**src/rtl/core/displacement_angle_degrees_unit_defines.svh**
```systemverilog
// assertion macros shared by the displacement angle unit
// depends on nothing; included by the modules that carry checks
`ifndef DISPLACEMENT_ANGLE_DEGREES_UNIT_DEFINES_SVH
`define DISPLACEMENT_ANGLE_DEGREES_UNIT_DEFINES_SVH

`ifndef SYNTHESIS
// check held while out of reset
`define DAD_ASSERT(lbl, clk, rstn, prop, msg) \
  lbl: assert property (@(posedge clk) disable iff (!rstn) prop) else $error(msg);
// check held on every edge, reset included
`define DAD_ASSERT_ALWAYS(lbl, clk, prop, msg) \
  lbl: assert property (@(posedge clk) prop) else $error(msg);
`else
`define DAD_ASSERT(lbl, clk, rstn, prop, msg)
`define DAD_ASSERT_ALWAYS(lbl, clk, prop, msg)
`endif

`endif

```
**src/rtl/core/dad_pkg.sv**
```systemverilog
// shared types, constants and the arctangent table of the displacement angle unit
// depends on nothing
package dad_pkg;

  // parameter defaults
  localparam int COORD_BITS_DEF = 12;
  localparam int ITERATIONS_DEF = 18;

  // fixed-point widths
  localparam int SCALED_BITS = 32;  // folded components scaled to 32 bits
  localparam int XY_BITS     = 35;  // cordic x/y, signed, room for the cordic gain on a diagonal
  localparam int Z_BITS      = 25;  // accumulated angle, signed q.16 degrees
  localparam int TOTAL_BITS  = 26;  // rebuilt angle, unsigned q.16 degrees
  localparam int FRAC_BITS   = 16;
  localparam int DEG_BITS    = 9;
  localparam int QUEUE_DEPTH = 4;

  // angles in q.16 degrees
  localparam logic [TOTAL_BITS-1:0] ANG_45  = TOTAL_BITS'(45 * 65536);
  localparam logic [TOTAL_BITS-1:0] ANG_90  = TOTAL_BITS'(90 * 65536);
  localparam logic [TOTAL_BITS-1:0] ANG_180 = TOTAL_BITS'(180 * 65536);
  localparam logic [TOTAL_BITS-1:0] ANG_360 = TOTAL_BITS'(360 * 65536);

  // whole-degree limits
  localparam logic [TOTAL_BITS-FRAC_BITS-1:0] DEG_FULL = 10'd360;
  localparam logic [DEG_BITS-1:0]             DEG_MAX  = 9'd359;

  // how the first-quadrant angle is formed
  typedef enum logic [2:0] {
    CLS_ZERO,    // no displacement
    CLS_AXIS_X,  // along x
    CLS_DIAG,    // equal magnitudes
    CLS_LOW,     // below the diagonal, angle from cordic
    CLS_AXIS_Y,  // along y
    CLS_HIGH     // above the diagonal, 90 minus cordic angle
  } cls_t;

  // one queued transaction
  typedef struct packed {
    logic [SCALED_BITS-1:0] fx;
    logic [SCALED_BITS-1:0] fy;
    cls_t                   cls;
    logic                   dx_neg;
    logic                   dy_neg;
  } item_t;

  // atan(2^-i) in degrees times 65536, rounded
  function automatic logic [22:0] atan_q16(input int unsigned i);
    logic [22:0] v;
    case (i)
      0:  v = 23'd2949120;
      1:  v = 23'd1740967;
      2:  v = 23'd919879;
      3:  v = 23'd466945;
      4:  v = 23'd234379;
      5:  v = 23'd117304;
      6:  v = 23'd58666;
      7:  v = 23'd29335;
      8:  v = 23'd14668;
      9:  v = 23'd7334;
      10: v = 23'd3667;
      11: v = 23'd1833;
      12: v = 23'd917;
      13: v = 23'd458;
      14: v = 23'd229;
      15: v = 23'd115;
      16: v = 23'd57;
      17: v = 23'd29;
      18: v = 23'd14;
      19: v = 23'd7;
      20: v = 23'd4;
      21: v = 23'd2;
      22: v = 23'd1;
      default: v = 23'd0;
    endcase
    return v;
  endfunction

endpackage

```
**src/rtl/core/dad_front.sv**
```systemverilog
// front end: displacement, octant folding and classification of each transaction
// depends on dad_pkg
module dad_front #(
  parameter int COORD_BITS = dad_pkg::COORD_BITS_DEF
) (
  input  logic [COORD_BITS-1:0] start_x,
  input  logic [COORD_BITS-1:0] start_y,
  input  logic [COORD_BITS-1:0] end_x,
  input  logic [COORD_BITS-1:0] end_y,
  output dad_pkg::item_t        item
);

  localparam int SCALE = dad_pkg::SCALED_BITS - COORD_BITS;

  logic signed [COORD_BITS:0]      dx, dy;
  logic                            dx_neg, dy_neg;
  logic [COORD_BITS-1:0]           ax, ay;
  logic [dad_pkg::SCALED_BITS-1:0] sax, say;
  logic                            lo;

  // signed displacement and magnitudes
  assign dx     = $signed({1'b0, end_x}) - $signed({1'b0, start_x});
  assign dy     = $signed({1'b0, end_y}) - $signed({1'b0, start_y});
  assign dx_neg = dx[COORD_BITS];
  assign dy_neg = dy[COORD_BITS];
  assign ax     = dx_neg ? COORD_BITS'(-dx) : COORD_BITS'(dx);
  assign ay     = dy_neg ? COORD_BITS'(-dy) : COORD_BITS'(dy);

  // scale up to full cordic precision
  assign sax = {ax, {SCALE{1'b0}}};
  assign say = {ay, {SCALE{1'b0}}};
  assign lo  = (ay < ax);

  // fold into the first octant and classify
  always_comb begin
    item.fx     = lo ? sax : say;
    item.fy     = lo ? say : sax;
    item.dx_neg = dx_neg;
    item.dy_neg = dy_neg;
    if (ax == '0 && ay == '0) begin
      item.cls = dad_pkg::CLS_ZERO;
    end else if (ay == '0) begin
      item.cls = dad_pkg::CLS_AXIS_X;
    end else if (ax == ay) begin
      item.cls = dad_pkg::CLS_DIAG;
    end else if (lo) begin
      item.cls = dad_pkg::CLS_LOW;
    end else if (ax == '0) begin
      item.cls = dad_pkg::CLS_AXIS_Y;
    end else begin
      item.cls = dad_pkg::CLS_HIGH;
    end
  end

endmodule

```
**config.mk**
```make
export PLATFORM = sky130hd
export DESIGN_NAME = dad_front
export DESIGN_NICKNAME = d
export VERILOG_FILES = /design/src/rtl/core/displacement_angle_degrees_unit_defines.svh /design/src/rtl/core/dad_pkg.sv /design/src/rtl/core/dad_front.sv
export SDC_FILE = /design/constraint.sdc
export NUM_CORES = 1
export LEC_CHECK = 0
export BUFFER_PORTS_ARGS = -buffer_cell sky130_fd_sc_hd__buf_2
export CAP_MARGIN = 10
export CORE_MARGIN = 5
export CORE_UTILIZATION = 48
export DETAILED_ROUTE_END_ITERATION = 8
export GPL_TIMING_DRIVEN = 0
export PLACE_DENSITY = 0.8
export SYNTH_ARGS = -nofsm -noshare
export SYNTH_HDL_FRONTEND = slang
export SYNTH_SLANG_ARGS = --single-unit
```
**constraint.sdc**
```tcl
create_clock -name vclk -period 15.32
set_input_delay 1.532 -clock vclk [all_inputs]
set_output_delay 1.532 -clock vclk [all_outputs]
set_load 0.02 [all_outputs]
```
# == Yosys cells after proc, flatten, opt, wreduce, memory -nomap -nowiden ==
# Index checks and enable logic that the tools add are counted.
# totals
out_inout_bits,69
ram_bits,0
latch_bits,0
input_bits,48
reg_bits,0
elab_cells,18
rom_bits,0
n_memories,0
# classes
reduce_logical,3
bitwise_logic,0
n_shift,0
mux,9
n_mul,0
addsub,4
div,0
n_lt_le_gt_ge,1
n_eq_ne,1
# op_table
op,count
$mux 32,2
$sub 12x12->13,2
$logic_not 12->1,2
$mux 12,2
$neg 12->12,2
$eq 12x12->1,1
$lt 12x12->1,1
$mux 3,4
$logic_and 1x1->1,1
$mux 1,1

# == Depth between registers and ports, before layout ==
# depth
depth_word,9
ltp_mapped,22
mapped_depth_nobuf,21

# == Least setup slack after synthesis ==
# OpenSTA, ideal clock, no wires.
# synth_timing
kind,input -> output
startpoint,input end_y[0]
endpoint,output item[25] (netlist name)
arrival_ps,6010
setup_slack_ps,7778
required_time_ps,13788
n_path_buf,1
path_stages,19
cell_sequence,inv_1 > ha_1 > fa_1 > xor2_1 > o211ai_1 > or4b_4 > a211o_1 > o21a_1 > xnor2_1 > ha_1 > a21o_1 > a21o_1 > a21oi_1 > nor2b_1 > o21ai_0 > nand2b_1 > a211oi_2 > clkbuf_1 > mux2i_1
# synth_rtl
item,line,source
"start, declared",dad_front.sv:9,"input logic [COORD_BITS-1:0] end_y,"
"end, declared",dad_front.sv:10,output dad_pkg::item_t item

==> results by group <==
GRT
  – Antenna violations before repair: 0
  – GRT Overall Usage: 0.180
  – Largest net degree at the start of global routing: 11
  – Vias in the first global route: 2,738
  – First-pass GRT wire length: 11.8 mm
  – Total grt overflow: 0

Worst setup path
  – CP Launch Point: start_x[0]
  – Critical path arrival: 6880 ps
  – Critical path class: in2out
  – Startpoint types: input port
  – CP endpoint kind: primary output
  – Largest fanout on the critical path: 10
  – Req. time, crit path: ~14,000 ps

Worst hold path
  – Worst hold endpoint: item[25]
  – Hold Path Class: in2out
  – HP Start: start_x[0]
  – Hold Crit Depth: 4

Floorplan
  – Core Box Area: 5570 sq um
  – Chip width: about 86 um
  – IO Pins: 117
  – Initial Utilization: 0.502
  – Num rows: 27
  – Die ar.: roughly 7500 sq um
  – Die Height: 86.3 um

Synthesis
  – Post-synthesis cell type count: 66
  – Syn Area/Cell: between 7 and 8 sq um
  – Post-synthesis cell count: slightly below 400
  – Register area share after synthesis: 0
  – Synthesized cell area: 2800 sq um
  – Yosys warnings: 0

Cells and area
  – Fin util: 0.613
  – Layout cells sized above 1: 0.281
  – FF+latch area: 0 sq um
  – Clock buf count: 0
  – Syn-to-layout area delta: 22.2%
  – Ant. Diodes: 0
  – Final Cell Area: 3420 sq um
  – Nets: 595
  – Filler cells: 555
  – Num sequential: 0

Clock tree
  – Post-CTS resize count: 0
  – CTS Hold Bufs: 0
  – Post-CTS setup buffer count: 0

Drt
  – Total wire length: 7.07 mm
  – Post-route ant nets: 0
  – Detailed Routing Iterations Pass 1: 4
  – DRT iter0 DRCs: ~130
  – Detailed-route vias per instance: 5.15
  – Post-route DRC: 0
  – DR vias: around 3,000
  – WL/cell: 12.3 um

Place
  – GP Congestion: 0.931
  – Port buffer count: 77
  – Placed inst area: 3420 sq um
  – Detailed-placement wirelength estimate: 6.16 mm

STA
  – Slew Limit Fails: 0
  – Fin crit share: 0.549
  – RSZ-0062 raised after global routing: no
  – Fin crit period: approximately 8400 ps
  – F_max: 119 MHz
  – Final Hold Fails: 0
  – Setup TNS: 0 ps
  – Worst Max-Slew Pin Slew: between 700 and 800 ps
  – Worst hold slack: 3630 ps
  – Rel. slew slack: 0.481
  – # setup viols final: 0

Status
  – Status: finished, final reports clean

Power
  – Pleak: around 1.8 nW
  – Total power: 0.386 mW
  – Maximum VDD drop: between 0.00008 and 0.00009 V
  – Pwr dens: roughly 110 nW/um^2

Run
  – Max-cap violations: 0
stage by stage:
step / cells / setup slack, ps
final: 577 / 6910
after detailed placement: 577 / 6970
after CTS: 577 / 6950
after global placement: 577 / 7000
after floorplan: 428 / 7780
after global routing: 577 / 6480
Yosys cell counts, types with 4 or more instances:
cell | number | area (sq um)
xnor2_1 | 15 | 131
a21oi_1 | 25 | 125
nor2b_1 | 9 | 56.3
nand3_1 | 5 | 25.0
nand2b_1 | 7 | 43.8
a21o_1 | 7 | 52.6
xor2_1 | 12 | 105
a211oi_1 | 4 | 30.0
o21a_1 | 13 | 97.6
mux2i_1 | 14 | 140
nand2_1 | 13 | 48.8
ha_1 | 38 | 475
buf_4 | 40 | 300
o21ai_0 | 19 | 95.1
nor2_1 | 28 | 105
o211ai_1 | 4 | 30.0
a31oi_1 | 6 | 37.5
nor3_1 | 11 | 55.1
nor4_1 | 4 | 25.0
nand4_1 | 6 | 37.5
inv_1 | 44 | 165
or3_1 | 4 | 25.0
placed cells by master, fill, tap and decap left out, types with 3 or more instances in the layout:
cell type  synthesis  routed
nor2b_1            9       9
o21ai_1            3       3
ha_1              38      38
nor3_1            11      11
or2_2              3       3
o211ai_1           4       4
nand3_1            5       5
nand4_1            6       6
and4_1             3       3
o21a_1            13      13
buf_2              0      77
mux2i_1           14      14
nor4_1             4       4
a21oi_1           25      25
inv_1             44      44
a31oi_1            6       6
xor2_1            12      12
o21ai_0           19      19
conb_1             1      40
a21o_1             7       7
nand2b_1           7       7
xnor2_1           15      15
buf_4             40      40
clkbuf_1           3       3
or3_1              4       4
a211oi_1           4       4
nor3b_1            3       3
nand2_1           13      13
nor2_1            28      28
area by class of cell:
cell class                 instances  area [sq um]  area share
timing repair buffer              77           385       0.113
buffer                            44           317      0.0926
multi-input combinational        340          2460       0.720
inverter                          44           165      0.0483
tap                               72          90.1      0.0263
worst max path at each step:
stage,endpoint,slack (ps),cells after the start
finish,item[65],6910,22
floorplan,item[25],7780,19
global route,item[65],6480,22
CTS,item[29],6950,22
global placement,item[29],7000,22
detailed placement,item[29],6970,22
kinds of logic after synthesis:
family,Yosys count,share of synthesized area
simple gates,111,0.224
compound gates,105,0.264
buf+inv,88,0.172
fa+ha+maj,40,0.184
xor+xnor,30,0.105
mux,14,0.0501
other cells,1,0.00134
worst max-delay path, cell delays in order:
cell and delay (ps):
buf_2 100, ha_1 210, fa_1 410, nor2b_1 160, o31a_1 200, o221a_2 220, nor3b_1 50, o21ai_1 520
a21oi_1 120, xnor2_1 370, ha_1 320, a21o_1 190, a21o_1 170, a21o_1 170, a21oi_1 130, nor2b_1 50
o21ai_0 140, nand2b_1 80, a211oi_2 560, clkbuf_1 660, mux2i_1 310, buf_2 200
report_power, final:
| part | internal, mW | switching (mW) | total [mW] |
|---|---|---|---|
| logic | 0.144 | 0.241 | 0.386 |
| registers | 0 | 0 | 0 |
| clock network | 0 | 0 | 0 |
| total | 0.144 | 0.241 | 0.386 |
per-layer routing:
layer / vias up / GRT usage / wire length [um]
met1: 1312 / 0.259 / 3260
met3: 0 / 0.0266 / 640
met2: 101 / 0.300 / 3170
li1: 1556 / - / -
met4: 0 / 0.00425 / 0
met5: - / 0 / 0
Note: power is estimated with default switching activity, not from simulation.
