`src/rtl/core/displacement_angle_degrees_unit_defines.svh`:
```
// assertion macros shared by the displacement angle unit
// depends on nothing; included by the modules that carry checks
`ifndef DISPLACEMENT_ANGLE_DEGREES_UNIT_DEFINES_SVH
`define DISPLACEMENT_ANGLE_DEGREES_UNIT_DEFINES_SVH

`ifndef SYNTHESIS
// check held while out of reset
`define DAD_ASSERT(lbl, clk, rstn, prop, msg) \
  lbl: assert property (@(posedge clk) disable iff (!rstn) prop) else $error(msg);
// check held on every edge, reset included
`define DAD_ASSERT_ALWAYS(lbl, clk, prop, msg) \
  lbl: assert property (@(posedge clk) prop) else $error(msg);
`else
`define DAD_ASSERT(lbl, clk, rstn, prop, msg)
`define DAD_ASSERT_ALWAYS(lbl, clk, prop, msg)
`endif

`endif

```
`src/rtl/core/dad_pkg.sv`:
```
// shared types, constants and the arctangent table of the displacement angle unit
// depends on nothing
package dad_pkg;

  // parameter defaults
  localparam int COORD_BITS_DEF = 12;
  localparam int ITERATIONS_DEF = 18;

  // fixed-point widths
  localparam int SCALED_BITS = 32;  // folded components scaled to 32 bits
  localparam int XY_BITS     = 35;  // cordic x/y, signed, room for the cordic gain on a diagonal
  localparam int Z_BITS      = 25;  // accumulated angle, signed q.16 degrees
  localparam int TOTAL_BITS  = 26;  // rebuilt angle, unsigned q.16 degrees
  localparam int FRAC_BITS   = 16;
  localparam int DEG_BITS    = 9;
  localparam int QUEUE_DEPTH = 4;

  // angles in q.16 degrees
  localparam logic [TOTAL_BITS-1:0] ANG_45  = TOTAL_BITS'(45 * 65536);
  localparam logic [TOTAL_BITS-1:0] ANG_90  = TOTAL_BITS'(90 * 65536);
  localparam logic [TOTAL_BITS-1:0] ANG_180 = TOTAL_BITS'(180 * 65536);
  localparam logic [TOTAL_BITS-1:0] ANG_360 = TOTAL_BITS'(360 * 65536);

  // whole-degree limits
  localparam logic [TOTAL_BITS-FRAC_BITS-1:0] DEG_FULL = 10'd360;
  localparam logic [DEG_BITS-1:0]             DEG_MAX  = 9'd359;

  // how the first-quadrant angle is formed
  typedef enum logic [2:0] {
    CLS_ZERO,    // no displacement
    CLS_AXIS_X,  // along x
    CLS_DIAG,    // equal magnitudes
    CLS_LOW,     // below the diagonal, angle from cordic
    CLS_AXIS_Y,  // along y
    CLS_HIGH     // above the diagonal, 90 minus cordic angle
  } cls_t;

  // one queued transaction
  typedef struct packed {
    logic [SCALED_BITS-1:0] fx;
    logic [SCALED_BITS-1:0] fy;
    cls_t                   cls;
    logic                   dx_neg;
    logic                   dy_neg;
  } item_t;

  // atan(2^-i) in degrees times 65536, rounded
  function automatic logic [22:0] atan_q16(input int unsigned i);
    logic [22:0] v;
    case (i)
      0:  v = 23'd2949120;
      1:  v = 23'd1740967;
      2:  v = 23'd919879;
      3:  v = 23'd466945;
      4:  v = 23'd234379;
      5:  v = 23'd117304;
      6:  v = 23'd58666;
      7:  v = 23'd29335;
      8:  v = 23'd14668;
      9:  v = 23'd7334;
      10: v = 23'd3667;
      11: v = 23'd1833;
      12: v = 23'd917;
      13: v = 23'd458;
      14: v = 23'd229;
      15: v = 23'd115;
      16: v = 23'd57;
      17: v = 23'd29;
      18: v = 23'd14;
      19: v = 23'd7;
      20: v = 23'd4;
      21: v = 23'd2;
      22: v = 23'd1;
      default: v = 23'd0;
    endcase
    return v;
  endfunction

endpackage

```
`src/rtl/core/dad_queue.sv`:
```
// short shifting queue between the front end and the cordic back end
// depends on dad_pkg and the assertion macro header
`include "displacement_angle_degrees_unit_defines.svh"
module dad_queue (
  input  logic           clk,
  input  logic           rst_n,
  input  logic           push_valid,
  output logic           push_ready,
  input  dad_pkg::item_t push_item,
  output logic           pop_valid,
  input  logic           pop_ready,
  output dad_pkg::item_t pop_item
);

  localparam int DEPTH = dad_pkg::QUEUE_DEPTH;
  localparam int CW    = $clog2(DEPTH + 1);
  localparam int IW    = $clog2(DEPTH);

  dad_pkg::item_t slot_r   [DEPTH];
  dad_pkg::item_t slot_nxt [DEPTH];
  logic [CW-1:0]  count_r, count_nxt;
  logic [CW-1:0]  widx;
  logic           push, pop;

  // handshakes; the head always sits in slot zero
  assign push_ready = (count_r != CW'(DEPTH));
  assign pop_valid  = (count_r != '0);
  assign pop_item   = slot_r[0];
  assign push       = push_valid && push_ready;
  assign pop        = pop_valid && pop_ready;
  assign widx       = count_r - CW'(pop);

  // shift on pop, write behind the last live entry on push
  always_comb begin
    for (int i = 0; i < DEPTH; i++) begin
      slot_nxt[i] = slot_r[i];
    end
    if (pop) begin
      for (int i = 0; i < DEPTH - 1; i++) begin
        slot_nxt[i] = slot_r[i + 1];
      end
    end
    if (push) begin
      slot_nxt[widx[IW-1:0]] = push_item;
    end
    count_nxt = count_r + CW'(push) - CW'(pop);
  end

  // occupancy
  always_ff @(posedge clk) begin
    if (!rst_n) begin
      count_r <= '0;
    end else begin
      count_r <= count_nxt;
    end
  end

  // entries
  always_ff @(posedge clk) begin
    for (int i = 0; i < DEPTH; i++) begin
      slot_r[i] <= slot_nxt[i];
    end
  end

  `DAD_ASSERT(a_q_count_bound, clk, rst_n, count_r <= CW'(DEPTH), "queue count over depth")
  `DAD_ASSERT(a_q_grow, clk, rst_n, push && !pop |=> count_r == $past(count_r) + CW'(1), "queue did not grow")
  `DAD_ASSERT(a_q_shrink, clk, rst_n, pop && !push |=> count_r == $past(count_r) - CW'(1), "queue did not shrink")
  `DAD_ASSERT(a_q_head_hold, clk, rst_n, pop_valid && !pop_ready |=> $stable(pop_item), "queue head moved without pop")

endmodule

```
`config.mk`:
```
export PLATFORM = sky130hd
export DESIGN_NAME = dad_queue
export DESIGN_NICKNAME = d
export VERILOG_FILES = /design/src/rtl/core/dad_pkg.sv /design/src/rtl/core/dad_queue.sv
export VERILOG_INCLUDE_DIRS = /design/src /design/src/rtl/core
export SDC_FILE = /design/constraint.sdc
export NUM_CORES = 1
export LEC_CHECK = 0
export ABC_AREA = 0
export BUFFER_PORTS_ARGS = -buffer_cell sky130_fd_sc_hd__buf_2
export CORE_MARGIN = 10
export CORE_UTILIZATION = 58
export DETAILED_ROUTE_END_ITERATION = 8
export GPL_TIMING_DRIVEN = 0
export PLACE_DENSITY_LB_ADDON = 0.25
export SETUP_SLACK_MARGIN = 0.05
export SKIP_CTS_REPAIR_TIMING = 1
export SLEW_MARGIN = 20
export SYNTH_ARGS = -nofsm -noshare
export SYNTH_HDL_FRONTEND = slang
export SYNTH_SLANG_ARGS = --single-unit
```
`constraint.sdc`:
```
create_clock -name clk -period 5.83 [get_ports clk]
set_input_delay 1.166 -clock clk [delete_from_list [all_inputs] [get_ports clk]]
set_output_delay 1.166 -clock clk [all_outputs]
set_load 0.05 [all_outputs]
```
# Word level (Yosys, flattened, before mapping)
# Memories as Yosys holds them, arrays and structs flattened.
# Cells that the tools add are included.
# Widths: inputs -> output; s select.
# totals
mem_bits_ro	0
word_cells	18
ramBits	276
ff_bits	3
n_memories	1
latchBits	0
# memory_table
memory	words	width	read_ports	rd_ports_with_merged_regs	write_ports	line	source
slot_r	4	69	4	0	4	dad_queue.sv:19	dad_pkg::item_t slot_r [DEPTH];
# op_classes
muxes	5
n_reduce_logical	4
shift	0
n_mul	0
order_cmp	2
addsub	3
bitwise	1
div_mod_pow	0
eq_ne	1
# ops
operator	n
$bwmux 276	1
$mux 276	1
$mux 207	1
$demux 69 s2	1
$mux 69	1
$add 3x1->3	1
$ge 3x3->1 const B	1
$logic_and 1x1->1	3
$lt 3x1->1 const B	1
$ne 3x3->1 const B	1
$not 2->3	1
$reduce_bool 3->1	1
$sub 3x1->3	1
$sub 2x1->2	1

# Depth between registers and ports, before layout
# logic_depth
word_depth	10
ltp_mapped	13
depth_no_buf	10

# Worst setup path before layout
# No wires, ideal clock.
# synth_timing
kind	input to register
from	in pop_ready
to	reg with a tool-made name
path_slack_ns	1.105
arrival_ns	4.229
path_stages	2
cell_sequence	nand2b_1 nor2_1
# synth_rtl
element	line	source
from (decl)	dad_queue.sv:11	input logic pop_ready,

# Worst setup path in the final report
# layout_timing
from	in pop_ready
to	reg count_r[2]
# layout_between
elab_chain_cells	2
# layout_rtl
element	line	source
$logic_and 1x1->1	dad_queue.sv:30	assign pop = pop_valid && pop_ready;
$sub 3x1->3	dad_queue.sv:46	count_nxt = count_r + CW'(push) - CW'(pop);
to (signal assigned)	dad_queue.sv:54	count_r <= count_nxt;
to (decl)	dad_queue.sv:21	logic [CW-1:0] count_r, count_nxt;
# No other way between the ends.
# A chain may end at the register's enable or synchronous reset.

==> qor.txt <==
Post-route ant nets - 0
Synth Instances - 765
Core footprint - 20200 µm²
Syn avg cell area - 15.5 µm²
Sw power - 3.17 mW
IO Pins - 144
Final wirelength - 22.8 mm
Clock network power share - 0.184
FF-to-FF path depth - 13
Commonest non-fill, non-tap cells in the layout - mux2_2, dfxtp_1, buf_2, mux2_4, edfxtp_1
Fraction of layout cells with a size suffix above 1 - 0.645
Final min period - 2.89 ns
Leak - 5.90 nW
Cell mode on critical path - buf_6
Vias per cell - 5.28
Status - finished, final reports clean
Synth warnings - 0
R2R Setup Slk - 3.10 ns
Die width - 163 µm
Register bit count reported by yosys - 279
Root buffer cell - clkbuf_16
Remaining DRCs - 0
Avg WL per Cell - 18.5 µm
Post-Layout Cell Count - 1235
Peak supply drop - 416 µV
Slowest stage delay, CP - 0.42 ns
Maxcap violations - 0
H-tree depth - 1
Initial core utilization - 0.589
CTS max path bufs - 3
Worst hold endpoint - slot_r[2][50]
CTS Buf Count - 28
Cells after DPL - 1182
Layout area overhead - 17.3%
Gr ovfl total - 0
Critical Path RT - 6.25 ns
Reg2reg start - count_r[0]
CP arrival - 3.31 ns
Initial antenna violation count - 3
Critical R2R Capture - count_r[2]
Combinational share of power - 0.472
Cell area after synthesis - 11900 µm²
Total number of vias - 6524
Hold depth - 2
Worst-Skew Late Latency - 0.52 ns
# clock sinks - 279
Layout fillers - 1475
Slew Limit Headroom - 0.555
Critical-path maximum fanout - 10
Tcrit/Tclk final - 0.496
Critical path class - in -> reg
NumNets Final - 1018
Die area - 26600 µm²
First-pass DRT Iterations - 4
Final core occ - 0.691
Flop pwr share - 0.344
Largest net degree at the start of global routing - 19
Setup TNS - 0 ns
Vias in the first global route - 6948
Std cell rows - 52
CP Launch Type - primary input
DP Wirelength - 15.5 mm
Critical Path Sink Type - flop
Internal - 6.15 mW
Clk pin slew, worst setup/hold paths - 0.06 ns
Worst Tran Pin Value - 0.668 ns
Crit-path cells - buf_2 -> o31ai_2 -> buf_6 -> buf_6 -> buf_6 -> inv_1 -> ha_1 -> inv_1 -> ha_1 -> fa_1 -> xnor2_1 -> xnor2_1 -> and2_1
CTS tree - done
Share of the yosys chip area belonging to registers - 0.529
Slowest stage cell, crit path - fa_1
Highest Clock Rate - 0.346 GHz
Slew Limit Fails - 0
Layout Skew - 0.00843 ns
Power per Cell Area - 669 nW/µm²
RSZ-0062 raised after global routing - no
Final setup vio count - 0
GP Congestion - 0.734
Commonest non-fill, non-tap cell in the layout - mux2_2
DRT iter0 DRCs - 207
PortBufs - 143
Yosys cell types - 26
Post-synthesis net count - 841
Final hold viol count - 0
Net Sw Frac - 0.340
DIE HEIGHT - 163 µm
Hold WC Path Type - reg -> reg
Global-route wire length before repair - 36.5 mm
GRT Util Overall - 0.166
## synth_stat cells
cell       number  area [µm²]
mux2_2        292        3290
dfxtp_1       210        4200
mux2_4        100        1500
edfxtp_1       69        2070
mux2_1         22         248
buf_2          18        90.1
buf_8          11         165
clkbuf_1       10        37.5
buf_6           5        56.3
inv_1           5        18.8
and2_1          3        18.8
buf_4           2        15.0
ha_1            2        25.0
nand2_1         2        7.51
or3_1           2        12.5
xnor2_1         2        17.5
and3b_1         1        8.76
fa_1            1        20.0
nand2b_1        1        6.26
nor2_1          1        3.75
nor2_2          1        6.26
nor3b_1         1        7.51
o2111ai_2       1        15.0
o21ai_2         1        8.76
o31ai_2         1        12.5
xor2_1          1        8.76
## logic make-up after synthesis
group | count (synthesis) | share of synthesized area
flops | 279 | 0.529
buf+inv | 51 | 0.0322
xor+xnor | 3 | 0.00221
compound gates | 3 | 0.00306
fa+ha+maj | 3 | 0.00379
simple gates | 12 | 0.00601
mux | 414 | 0.424
## cell type report
cell class	instances	area, µm²	share of cell area
Inverter	5	18.8	0.00135
Tap cell	270	338	0.0242
Clock inverter	10	43.8	0.00314
Sequential cell	279	6280	0.450
Multi-Input combinational cell	435	5220	0.375
Antenna cell	1	2.50	0.000180
Buffer	46	364	0.0261
Clock buffer	42	855	0.0613
Timing Repair Buffer	147	813	0.0584
## worst max path at each step
stage                     startpoint         end  slack [ns]
after floorplan            pop_ready        flop        1.10
after global placement     pop_ready        flop       -1.15
after detailed placement   pop_ready  count_r[2]        2.37
after CTS                  pop_ready  count_r[2]        2.92
after global routing       pop_ready  count_r[2]        2.83
final                      pop_ready  count_r[2]        2.94
## worst max-delay path: cells and delay by family
family                   cells  cell delay, ns
adder cells (fa/ha/maj)      3            0.88
buffers and inverters        6            0.80
XOR/XNOR                     2            0.27
AND/OR/NAND/NOR              1            0.14
AO/OA/AOI/OAI                1            0.07
## per-stage QoR
stage	total power [mW]	worst slack (ns)	hold slack, ns	cell area, µm²
after global placement	7.54	-1.15	0.553	12900
after floorplan	6.84	1.10	0.550	11900
after detailed placement	7.68	2.37	0.563	13000
final	9.32	2.94	0.574	13900
after global routing	9.83	2.83	0.602	13900
after CTS	9.43	2.92	0.576	13900
## power by group through the flow
stage | logic, mW | clock network (mW) | registers (mW)
6_report | 4.40 | 1.71 | 3.21
5_1_grt | 4.69 | 1.84 | 3.30
4_1_cts | 4.46 | 1.75 | 3.21
3_5_place_dp | 4.43 | 0 | 3.24
3_3_place_gp | 4.32 | 0 | 3.22
2_1_floorplan | 2.81 | 0 | 4.03
## routing by layer
metal | part of all wire | wire, µm | vias to the layer above | track usage
met5 | 0.0011 | 26 | - | 0
met4 | 0.010 | 238 | 4 | 0.0352
met3 | 0.054 | 1240 | 25 | 0.0415
met2 | 0.49 | 11200 | 110 | 0.283
met1 | 0.44 | 10200 | 3226 | 0.209
li1 | - | - | 3159 | -
(Power assumes the default switching activity.)
